**src/hw/rtl/lbp_pkg.sv**
```systemverilog
package lbp_pkg;

  // Default field sizes
  parameter int unsigned VALUE_BITS     = 32;
  parameter int unsigned MAX_FIELD_BITS = 64;

  // Byte assembly
  parameter int unsigned BYTE_BITS = 8;
  parameter int unsigned HELD_BITS = BYTE_BITS - 1;
  parameter int unsigned HELD_CNT_BITS = $clog2(BYTE_BITS);

  // Depth of the queue between front and back
  parameter int unsigned QUEUE_DEPTH = 2;

  // Item commands
  typedef enum logic {
    CMD_APPEND  = 1'b0,
    CMD_DISCARD = 1'b1
  } cmd_e;

  // Handshake of the queue read side
  typedef struct packed {
    logic valid;
    logic ready;
  } pop_t;

endpackage

```
**src/hw/rtl/lbp_if.sv**
```systemverilog
interface lbp_in_if #(
  parameter int unsigned ValueBits = lbp_pkg::VALUE_BITS,
  parameter int unsigned CountBits = $clog2(lbp_pkg::MAX_FIELD_BITS + 1)
);
  logic                 valid;
  logic                 ready;
  logic                 cmd;
  logic [ValueBits-1:0] value;
  logic                 is_signed;
  logic [CountBits-1:0] bit_count;

  modport source (output valid, cmd, value, is_signed, bit_count, input ready);
  modport sink   (input valid, cmd, value, is_signed, bit_count, output ready);
endinterface

interface lbp_out_if;
  logic       valid;
  logic       ready;
  logic [7:0] out_byte;
  logic       last;

  modport source (output valid, out_byte, last, input ready);
  modport sink   (input valid, out_byte, last, output ready);
endinterface

```
**src/hw/rtl/lbp_front.sv**
```systemverilog
module lbp_front #(
  parameter int unsigned ValueBits    = lbp_pkg::VALUE_BITS,
  parameter int unsigned MaxFieldBits = lbp_pkg::MAX_FIELD_BITS,
  localparam int unsigned CountBits   = $clog2(MaxFieldBits + 1),
  localparam int unsigned EntryBits   = ValueBits + CountBits + 2
) (
  lbp_in_if.sink                 in_i,
  output logic                   push_valid_o,
  output logic [EntryBits-1:0]   push_data_o,
  input  logic                   push_ready_i
);

  logic [CountBits-1:0] count_sat;
  logic                 fill;

  // Clamp the field width and resolve the sign fill bit
  always_comb begin
    if (in_i.bit_count > CountBits'(MaxFieldBits)) begin
      count_sat = CountBits'(MaxFieldBits);
    end else begin
      count_sat = in_i.bit_count;
    end
    fill = in_i.is_signed & in_i.value[ValueBits-1];
  end

  // Pass the classified word to the queue
  assign push_valid_o = in_i.valid;
  assign in_i.ready   = push_ready_i;
  assign push_data_o  = {in_i.cmd, fill, count_sat, in_i.value};

endmodule

```
**src/hw/rtl/lbp_queue.sv**
```systemverilog
module lbp_queue #(
  parameter int unsigned Width = 8,
  parameter int unsigned Depth = lbp_pkg::QUEUE_DEPTH,
  localparam int unsigned PtrBits = (Depth > 1) ? $clog2(Depth) : 1,
  localparam int unsigned CntBits = $clog2(Depth + 1)
) (
  input  logic             clk_i,
  input  logic             rst_ni,
  input  logic             push_valid_i,
  output logic             push_ready_o,
  input  logic [Width-1:0] push_data_i,
  output lbp_pkg::pop_t    pop_o,
  input  logic             pop_ready_i,
  output logic [Width-1:0] pop_data_o
);

  logic [Width-1:0]   mem_q [Depth];
  logic [PtrBits-1:0] wr_ptr_q, wr_ptr_d;
  logic [PtrBits-1:0] rd_ptr_q, rd_ptr_d;
  logic [CntBits-1:0] cnt_q, cnt_d;
  logic               push, pop;

  assign push_ready_o = (cnt_q != CntBits'(Depth));
  assign pop_o.valid  = (cnt_q != '0);
  assign pop_o.ready  = pop_ready_i;
  assign pop_data_o   = mem_q[rd_ptr_q];
  assign push         = push_valid_i & push_ready_o;
  assign pop          = pop_o.valid & pop_ready_i;

  // Advance pointers with wrap at the depth
  always_comb begin
    wr_ptr_d = wr_ptr_q;
    rd_ptr_d = rd_ptr_q;
    if (push) begin
      wr_ptr_d = (wr_ptr_q == PtrBits'(Depth - 1)) ? '0 : wr_ptr_q + 1'b1;
    end
    if (pop) begin
      rd_ptr_d = (rd_ptr_q == PtrBits'(Depth - 1)) ? '0 : rd_ptr_q + 1'b1;
    end
    cnt_d = cnt_q + CntBits'(push) - CntBits'(pop);
  end

  always_ff @(posedge clk_i or negedge rst_ni) begin
    if (!rst_ni) begin
      wr_ptr_q <= '0;
      rd_ptr_q <= '0;
      cnt_q    <= '0;
    end else begin
      wr_ptr_q <= wr_ptr_d;
      rd_ptr_q <= rd_ptr_d;
      cnt_q    <= cnt_d;
    end
  end

  // Store the pushed word
  always_ff @(posedge clk_i) begin
    if (push) begin
      mem_q[wr_ptr_q] <= push_data_i;
    end
  end

endmodule

```
**src/hw/rtl/lbp_back.sv**
```systemverilog
module lbp_back #(
  parameter int unsigned ValueBits    = lbp_pkg::VALUE_BITS,
  parameter int unsigned MaxFieldBits = lbp_pkg::MAX_FIELD_BITS,
  localparam int unsigned CountBits   = $clog2(MaxFieldBits + 1),
  localparam int unsigned EntryBits   = ValueBits + CountBits + 2
) (
  input  logic                 clk_i,
  input  logic                 rst_ni,
  input  lbp_pkg::pop_t        pop_i,
  output logic                 pop_ready_o,
  input  logic [EntryBits-1:0] pop_data_i,
  lbp_out_if.source            out_o
);

  localparam int unsigned HB = lbp_pkg::HELD_BITS;
  localparam int unsigned HC = lbp_pkg::HELD_CNT_BITS;
  localparam int unsigned BB = lbp_pkg::BYTE_BITS;
  localparam int unsigned TakeBits = HC + 1;

  // Queue word fields
  logic [ValueBits-1:0] e_value;
  logic [CountBits-1:0] e_count;
  logic                 e_fill;
  lbp_pkg::cmd_e        e_cmd;

  logic                 busy_q, busy_d;
  logic [ValueBits-1:0] sr_q, sr_d;
  logic [CountBits-1:0] rem_q, rem_d;
  logic                 fill_q, fill_d;
  logic [HB-1:0]        held_bits_q, held_bits_d;
  logic [HC-1:0]        held_cnt_q, held_cnt_d;
  logic                 ob_valid_q, ob_valid_d;
  logic [BB-1:0]        ob_byte_q, ob_byte_d;
  logic                 ob_last_q, ob_last_d;

  logic                 out_free;
  logic [CountBits:0]   total;
  logic [TakeBits-1:0]  take;
  logic [BB-1:0]        cur_byte;
  logic [ValueBits-1:0] sr_next;
  logic [CountBits-1:0] rem_next;
  logic [HB-1:0]        tail_mask;
  logic [HB-1:0]        rest_mask;
  logic                 pop;

  assign e_value = pop_data_i[ValueBits-1:0];
  assign e_count = pop_data_i[ValueBits +: CountBits];
  assign e_fill  = pop_data_i[ValueBits + CountBits];
  assign e_cmd   = lbp_pkg::cmd_e'(pop_data_i[EntryBits-1]);

  assign pop_ready_o = !busy_q;
  assign pop         = pop_i.valid & pop_i.ready;
  assign out_free    = !ob_valid_q || out_o.ready;

  // Byte assembly from held bits and the field shift register
  always_comb begin
    total     = {1'b0, rem_q} + (CountBits + 1)'(held_cnt_q);
    take      = TakeBits'(BB) - TakeBits'(held_cnt_q);
    cur_byte  = BB'({1'b0, held_bits_q}) | BB'(sr_q[BB-1:0] << held_cnt_q);
    sr_next   = (sr_q >> take) | (fill_q ? ~({ValueBits{1'b1}} >> take) : '0);
    rem_next  = rem_q - CountBits'(take);
    tail_mask = ~({HB{1'b1}} << rem_next[HC-1:0]);
    rest_mask = ~({HB{1'b1}} << rem_q[HC-1:0]);
  end

  // Load, step and retire one item; drop held bits on discard
  always_comb begin
    busy_d      = busy_q;
    sr_d        = sr_q;
    rem_d       = rem_q;
    fill_d      = fill_q;
    held_bits_d = held_bits_q;
    held_cnt_d  = held_cnt_q;
    ob_valid_d  = ob_valid_q & !out_o.ready;
    ob_byte_d   = ob_byte_q;
    ob_last_d   = ob_last_q;
    if (pop) begin
      if (e_cmd == lbp_pkg::CMD_DISCARD) begin
        held_bits_d = '0;
        held_cnt_d  = '0;
      end else begin
        busy_d = 1'b1;
        sr_d   = e_value;
        rem_d  = e_count;
        fill_d = e_fill;
      end
    end else if (busy_q) begin
      if (total >= (CountBits + 1)'(BB)) begin
        if (out_free) begin
          ob_valid_d  = 1'b1;
          ob_byte_d   = cur_byte;
          ob_last_d   = (rem_next < CountBits'(BB));
          sr_d        = sr_next;
          rem_d       = rem_next;
          held_bits_d = '0;
          held_cnt_d  = '0;
          if (rem_next < CountBits'(BB)) begin
            busy_d      = 1'b0;
            held_cnt_d  = rem_next[HC-1:0];
            held_bits_d = sr_next[HB-1:0] & tail_mask;
          end
        end
      end else begin
        busy_d      = 1'b0;
        held_cnt_d  = total[HC-1:0];
        held_bits_d = held_bits_q | HB'((sr_q[HB-1:0] & rest_mask) << held_cnt_q);
      end
    end
  end

  always_ff @(posedge clk_i or negedge rst_ni) begin
    if (!rst_ni) begin
      busy_q      <= 1'b0;
      held_bits_q <= '0;
      held_cnt_q  <= '0;
      ob_valid_q  <= 1'b0;
    end else begin
      busy_q      <= busy_d;
      held_bits_q <= held_bits_d;
      held_cnt_q  <= held_cnt_d;
      ob_valid_q  <= ob_valid_d;
    end
  end

  // Hold field and output payload
  always_ff @(posedge clk_i) begin
    sr_q      <= sr_d;
    rem_q     <= rem_d;
    fill_q    <= fill_d;
    ob_byte_q <= ob_byte_d;
    ob_last_q <= ob_last_d;
  end

  assign out_o.valid    = ob_valid_q;
  assign out_o.out_byte = ob_byte_q;
  assign out_o.last     = ob_last_q;

endmodule

```
**src/hw/rtl/lsb_first_bit_packer_core.sv**
```systemverilog
// An accepted word is stored in the queue and then loaded into the back end's
// shift register; its first byte goes through the output byte register to out_o.
// The back end emits one byte per cycle while an append item is in progress and
// out_o is ready; it takes a new item from the queue only when idle, after the
// last one has retired. A discard clears the held bits. The back end's byte
// assembler sets the rate. Reset (rst_ni low, asynchronous) clears held bits,
// the queue and output valid.
module lsb_first_bit_packer_core #(
  parameter int unsigned ValueBits    = lbp_pkg::VALUE_BITS,
  parameter int unsigned MaxFieldBits = lbp_pkg::MAX_FIELD_BITS
) (
  input  logic       clk_i,
  input  logic       rst_ni,
  lbp_in_if.sink     in_i,
  lbp_out_if.source  out_o
);

  localparam int unsigned CountBits = $clog2(MaxFieldBits + 1);
  localparam int unsigned EntryBits = ValueBits + CountBits + 2;

  logic                 push_valid;
  logic                 push_ready;
  logic [EntryBits-1:0] push_data;
  lbp_pkg::pop_t        pop;
  logic                 pop_ready;
  logic [EntryBits-1:0] pop_data;

  // Classify incoming words
  lbp_front #(
    .ValueBits    (ValueBits),
    .MaxFieldBits (MaxFieldBits)
  ) u_front (
    .in_i         (in_i),
    .push_valid_o (push_valid),
    .push_data_o  (push_data),
    .push_ready_i (push_ready)
  );

  // Decouple front from back
  lbp_queue #(
    .Width (EntryBits),
    .Depth (lbp_pkg::QUEUE_DEPTH)
  ) u_queue (
    .clk_i        (clk_i),
    .rst_ni       (rst_ni),
    .push_valid_i (push_valid),
    .push_ready_o (push_ready),
    .push_data_i  (push_data),
    .pop_o        (pop),
    .pop_ready_i  (pop_ready),
    .pop_data_o   (pop_data)
  );

  // Emit packed bytes
  lbp_back #(
    .ValueBits    (ValueBits),
    .MaxFieldBits (MaxFieldBits)
  ) u_back (
    .clk_i       (clk_i),
    .rst_ni      (rst_ni),
    .pop_i       (pop),
    .pop_ready_o (pop_ready),
    .pop_data_i  (pop_data),
    .out_o       (out_o)
  );

endmodule
```
**src/flat_wrapper.sv**
```systemverilog
// flat-port wrapper written by rule: the top's interface ports become plain ports
module lsb_first_bit_packer_core_flat 
#(
  parameter int unsigned ValueBits    = lbp_pkg::VALUE_BITS,
  parameter int unsigned MaxFieldBits = lbp_pkg::MAX_FIELD_BITS
)
  (clk_i, rst_ni, in_i_valid, in_i_cmd, in_i_value, in_i_is_signed, in_i_bit_count, in_i_ready, out_o_valid, out_o_out_byte, out_o_last, out_o_ready);
  lbp_in_if #(.ValueBits(ValueBits)) in_i_i ();
  lbp_out_if out_o_i ();
  input  logic clk_i;
  input  logic rst_ni;
  input wire logic [$bits(in_i_i.valid)-1:0] in_i_valid;
  input wire logic [$bits(in_i_i.cmd)-1:0] in_i_cmd;
  input wire logic [$bits(in_i_i.value)-1:0] in_i_value;
  input wire logic [$bits(in_i_i.is_signed)-1:0] in_i_is_signed;
  input wire logic [$bits(in_i_i.bit_count)-1:0] in_i_bit_count;
  output wire logic [$bits(in_i_i.ready)-1:0] in_i_ready;
  output wire logic [$bits(out_o_i.valid)-1:0] out_o_valid;
  output wire logic [$bits(out_o_i.out_byte)-1:0] out_o_out_byte;
  output wire logic [$bits(out_o_i.last)-1:0] out_o_last;
  input wire logic [$bits(out_o_i.ready)-1:0] out_o_ready;
  assign in_i_i.valid = in_i_valid;
  assign in_i_i.cmd = in_i_cmd;
  assign in_i_i.value = in_i_value;
  assign in_i_i.is_signed = in_i_is_signed;
  assign in_i_i.bit_count = in_i_bit_count;
  assign in_i_ready = in_i_i.ready;
  assign out_o_valid = out_o_i.valid;
  assign out_o_out_byte = out_o_i.out_byte;
  assign out_o_last = out_o_i.last;
  assign out_o_i.ready = out_o_ready;
  lsb_first_bit_packer_core #(.ValueBits(ValueBits), .MaxFieldBits(MaxFieldBits)) u_core (.clk_i(clk_i), .rst_ni(rst_ni), .in_i(in_i_i), .out_o(out_o_i));
endmodule
```
**config.mk**
```make
export PLATFORM = sky130hd
export DESIGN_NAME = lsb_first_bit_packer_core_flat
export DESIGN_NICKNAME = d
export VERILOG_FILES = /design/src/hw/rtl/lbp_pkg.sv /design/src/hw/rtl/lbp_if.sv /design/src/hw/rtl/lbp_front.sv /design/src/hw/rtl/lbp_queue.sv /design/src/hw/rtl/lbp_back.sv /design/src/hw/rtl/lsb_first_bit_packer_core.sv /design/src/flat_wrapper.sv
export SDC_FILE = /design/constraint.sdc
export NUM_CORES = 1
export LEC_CHECK = 0
export ABC_AREA = 1
export BUFFER_PORTS_ARGS = -buffer_cell sky130_fd_sc_hd__buf_2
export CAP_MARGIN = 20
export CELL_PAD_IN_SITES_DETAIL_PLACEMENT = 0
export CELL_PAD_IN_SITES_GLOBAL_PLACEMENT = 1
export CORE_MARGIN = 3
export CORE_UTILIZATION = 31
export DETAILED_ROUTE_END_ITERATION = 8
export PLACE_DENSITY = 0.58
export REMOVE_ABC_BUFFERS = 1
export SYNTH_ARGS = -nofsm -noshare
export SYNTH_HDL_FRONTEND = slang
export SYNTH_SLANG_ARGS = --single-unit
```
**constraint.sdc**
```tcl
create_clock -name clk_i -period 15.1 [get_ports clk_i]
set_input_delay 1.51 -clock clk_i [delete_from_list [all_inputs] [get_ports clk_i]]
set_output_delay 1.51 -clock clk_i [all_outputs]
set_load 0.02 [all_outputs]
```
==> impl_metrics.csv <==
group,metric,value,unit
logic_synthesis,synthFlopType,"edfxtp_1",
sta,worstMarginPinSlew,753,ps
logic_synthesis,synth_most_common_cell,"nand2_1",
logic_synthesis,synth.yosys.seq_area_share,53.7,%
sta,finalHoldViolations,0,
sta,setup-tns-final,0,ps
placed_design,port_buffers,55,
logic_synthesis,yosysUniqueCellTypes,47,
sta,fin_crit,3590,ps
placed_design,dp_cells,1233,
floorplan,ios,56,
setup_path,crit_path_frequent_cell,"nand2_1",
setup_path,crit_arrival,3940,ps
logic_synthesis,yosysWarnings,0,
setup_path,cp_num_buf_inv,6,
routing,drc,0,
setup_path,r2r-end,"u_core.u_back.held_bits_q[1]$_DFFE_PN0P_",
clock_network,cts_resized,0,
sta,worst_slack,11510,ps
global_route,grt.overflow.total,0,
placed_design,dp_hpwl,15800,µm
setup_path,startpoint,"u_core.u_back.held_cnt_q[0]$_DFFE_PN0P_",
logic_synthesis,yosys-top-cells-area,"edfxtp_1, nand2_1, nand3_1",
setup_path,ff2ff_setup_slack,11510,ps
clock_network,clk_latency,430,ps
setup_path,crit_required,15450,ps
sta,maxSlewViolCount,0,
global_route,grt_usage,16.6,%
floorplan,rows,58,
placed_design,pre_cts_ws,11510,ps
routing,drt_iter0_markers,449,
sta,setup_violations,0,
logic_synthesis,synthesis.area,8070,µm²
floorplan,die_x,167,µm
logic_synthesis,synth.top_cell.area_share,48.8,%
routing,num_vias,6431,
logic_synthesis,ys_ff_latch,147,
setup_path,crit_path_start_kind,"flip-flop",
setup_path,crit_end,"u_core.u_back.held_bits_q[1]$_DFFE_PN0P_",
floorplan,core_area,25400,µm²
setup_path,crit_path_end_kind,"flip-flop",
logic_synthesis,yosys.area.top_type,"edfxtp_1",
routing,drt_first_pass_iters,5,
cells_and_area,syn2layout_area_growth,13.8,%
clock_network,cts_setup_buffers,0,
routing,drt.antenna.violating_nets,0,
setup_path,cp_max_fo,40,
placed_design,gp_congestion,0.859,
cells_and_area,num_antenna_cells,0,
sta,period_share,23.8,%
cells_and_area,final_util,36.2,%
global_route,antenna_found_initial,0,
setup_path,path_delay_family,"buffers and inverters",
setup_path,r2r_start,"u_core.u_back.held_cnt_q[0]$_DFFE_PN0P_",
sta,rsz0062_at_grt,"false",
clock_network,cts_max_level,4,
clock_network,cts_tree,"done",
setup_path,reg2reg_depth,17,
clock_network,cts-root-buf,"clkbuf_16",
setup_path,critical_path_depth,17,
clock_network,clockBufferDepth,2,
logic_synthesis,syn_area_per_cell,9.13,µm²
sta,fmax,0.279,GHz
sta,clock_skew,8.25,ps
routing,wl,22800,µm
logic_synthesis,synthTopCellsByCount,"nand2_1, edfxtp_1, nand3_1",
logic_synthesis,synthArstFlopShare,10.9,%
flow_run,cap_violations,0,
setup_path,slowest_stage,"fa_1",
sta,maxSlewHeadroom,49.6,%
clock_network,hold_buffers,0,
floorplan,die_h,167,µm
cells_and_area,final_layout_size_suffix_gt1_share,15.0,%
clock_network,path_clk_slew,60,ps
global_route,grt_pass1_vias,6231,
routing,routedWlPerCell,18.0,µm
setup_path,slowest_delay,530,ps
global_route,grt_first_pass_wirelength,36400,µm
setup_path,crit_type,"reg2reg",
routing,vias_per_cell,5.08,
logic_synthesis,synth-edff-count,131,
min_path,hold_path_class,"reg2reg",
logic_synthesis,syn_inst,884,
cells_and_area,final_nets,982,
floorplan,start_util,31.8,%
clock_network,cts_buffers,17,
cells_and_area,final_cells,1265,
status,status,"complete, no violations",
floorplan,dieArea,28000,µm²
setup_path,path_cells,"buf_4, inv_4, ha_1, buf_4, inv_2, fa_1, nand2_1, inv_1, nand2_4, nand3_1, nand2_1, nand2_2, nor2_8, nand2_4, inv_4, nand2_1, a21oi_2",
clock_network,cts_sinks,147,
global_route,grt_max_degree,44,
==> per-layer routing <==
layer	up-vias	GRT usage, %	share of wire (%)
met1	3088	24.2	49
met5	-	0	0
met4	0	4.59	1.5
met2	153	25.8	45
met3	22	2.71	3.9
li1	3168	-	-
==> registers in the layout, indices dropped and copies added, names as in the netlist, 2 cells and up <==
| name | flops |
|---|---|
| u_core.u_queue.mem_q | 82 |
| u_core.u_back.sr_q | 32 |
| u_core.u_back.out_o.out_byte | 8 |
| u_core.u_back.held_bits_q | 7 |
| u_core.u_back.rem_q | 7 |
| u_core.u_back.held_cnt_q | 3 |
| u_core.u_queue.cnt_q | 2 |
==> worst min-delay path by stage <==
stage,slack (ps),start,depth (start not counted),end
floorplan,450,u_core.u_back.held_bits_q[3]$_DFFE_PN0P_,2,u_core.u_back.held_bits_q[3]$_DFFE_PN0P_
finish,490,u_core.u_back.held_bits_q[3]$_DFFE_PN0P_,2,u_core.u_back.held_bits_q[3]$_DFFE_PN0P_
global placement,470,u_core.u_back.held_bits_q[3]$_DFFE_PN0P_,2,u_core.u_back.held_bits_q[3]$_DFFE_PN0P_
global route,530,u_core.u_back.held_bits_q[6]$_DFFE_PN0P_,2,u_core.u_back.held_bits_q[6]$_DFFE_PN0P_
detailed placement,470,u_core.u_back.held_bits_q[3]$_DFFE_PN0P_,2,u_core.u_back.held_bits_q[3]$_DFFE_PN0P_
CTS,490,u_core.u_back.held_bits_q[3]$_DFFE_PN0P_,2,u_core.u_back.held_bits_q[3]$_DFFE_PN0P_
==> cell usage in the layout, fill, tap and decap left out, types with 3 or more instances in the layout <==
cell type / instances
a21oi_2: 5
mux2i_1: 11
inv_2: 5
nand3_2: 4
buf_2: 55
nand4_1: 6
xnor2_1: 3
inv_1: 49
dfrtp_1: 16
ha_1: 13
clkinvlp_4: 3
o22ai_1: 3
nand3_1: 119
nand2_4: 3
inv_6: 6
nand2_1: 240
a31oi_1: 13
o21ai_0: 38
nor2_4: 3
buf_4: 11
clkbuf_16: 17
nand2_2: 10
o31ai_1: 4
o21ai_2: 3
edfxtp_1: 131
inv_4: 3
nor2_1: 55
o21ai_1: 15
a32oi_1: 14
a21oi_1: 36
o211ai_1: 12
==> final cells by class <==
cell class              count  area [µm²]
clock buffers              17         425
clock inverters            15         146
fillers                  2621       16200
inverters                  58         225
multi-input cells         632        3280
flip-flops and latches    147        4330
well taps                 330         413
repair buffers             66         358
==> cell families after synthesis <==
logic type	count (synthesis)	synth area share [%]
fa+ha+maj	15	2.51
compound gates	151	11.4
mux	11	1.36
buf+inv	105	6.02
flops	147	53.7
simple gates	451	24.6
xor+xnor	4	0.434
==> worst reg2reg max path, stage by stage (launching register included) <==
cell	delay (ps)
dfrtp_1	320
buf_4	390
inv_4	280
ha_1	400
buf_4	310
inv_2	350
fa_1	530
nand2_1	80
inv_1	60
nand2_4	70
nand3_1	60
nand2_1	80
nand2_2	90
nor2_8	150
nand2_4	70
inv_4	90
nand2_1	80
a21oi_2	110
==> stage by stage <==
stage | hold WS [ps] | instance area, µm²
finish | 494 | 9190
global route | 533 | 9190
CTS | 488 | 9190
detailed placement | 470 | 8610
global placement | 470 | 8610
floorplan | 449 | 7810
Power is not shown: default switching activity piles up to over one toggle a cycle in this logic, so the estimate is an artifact.
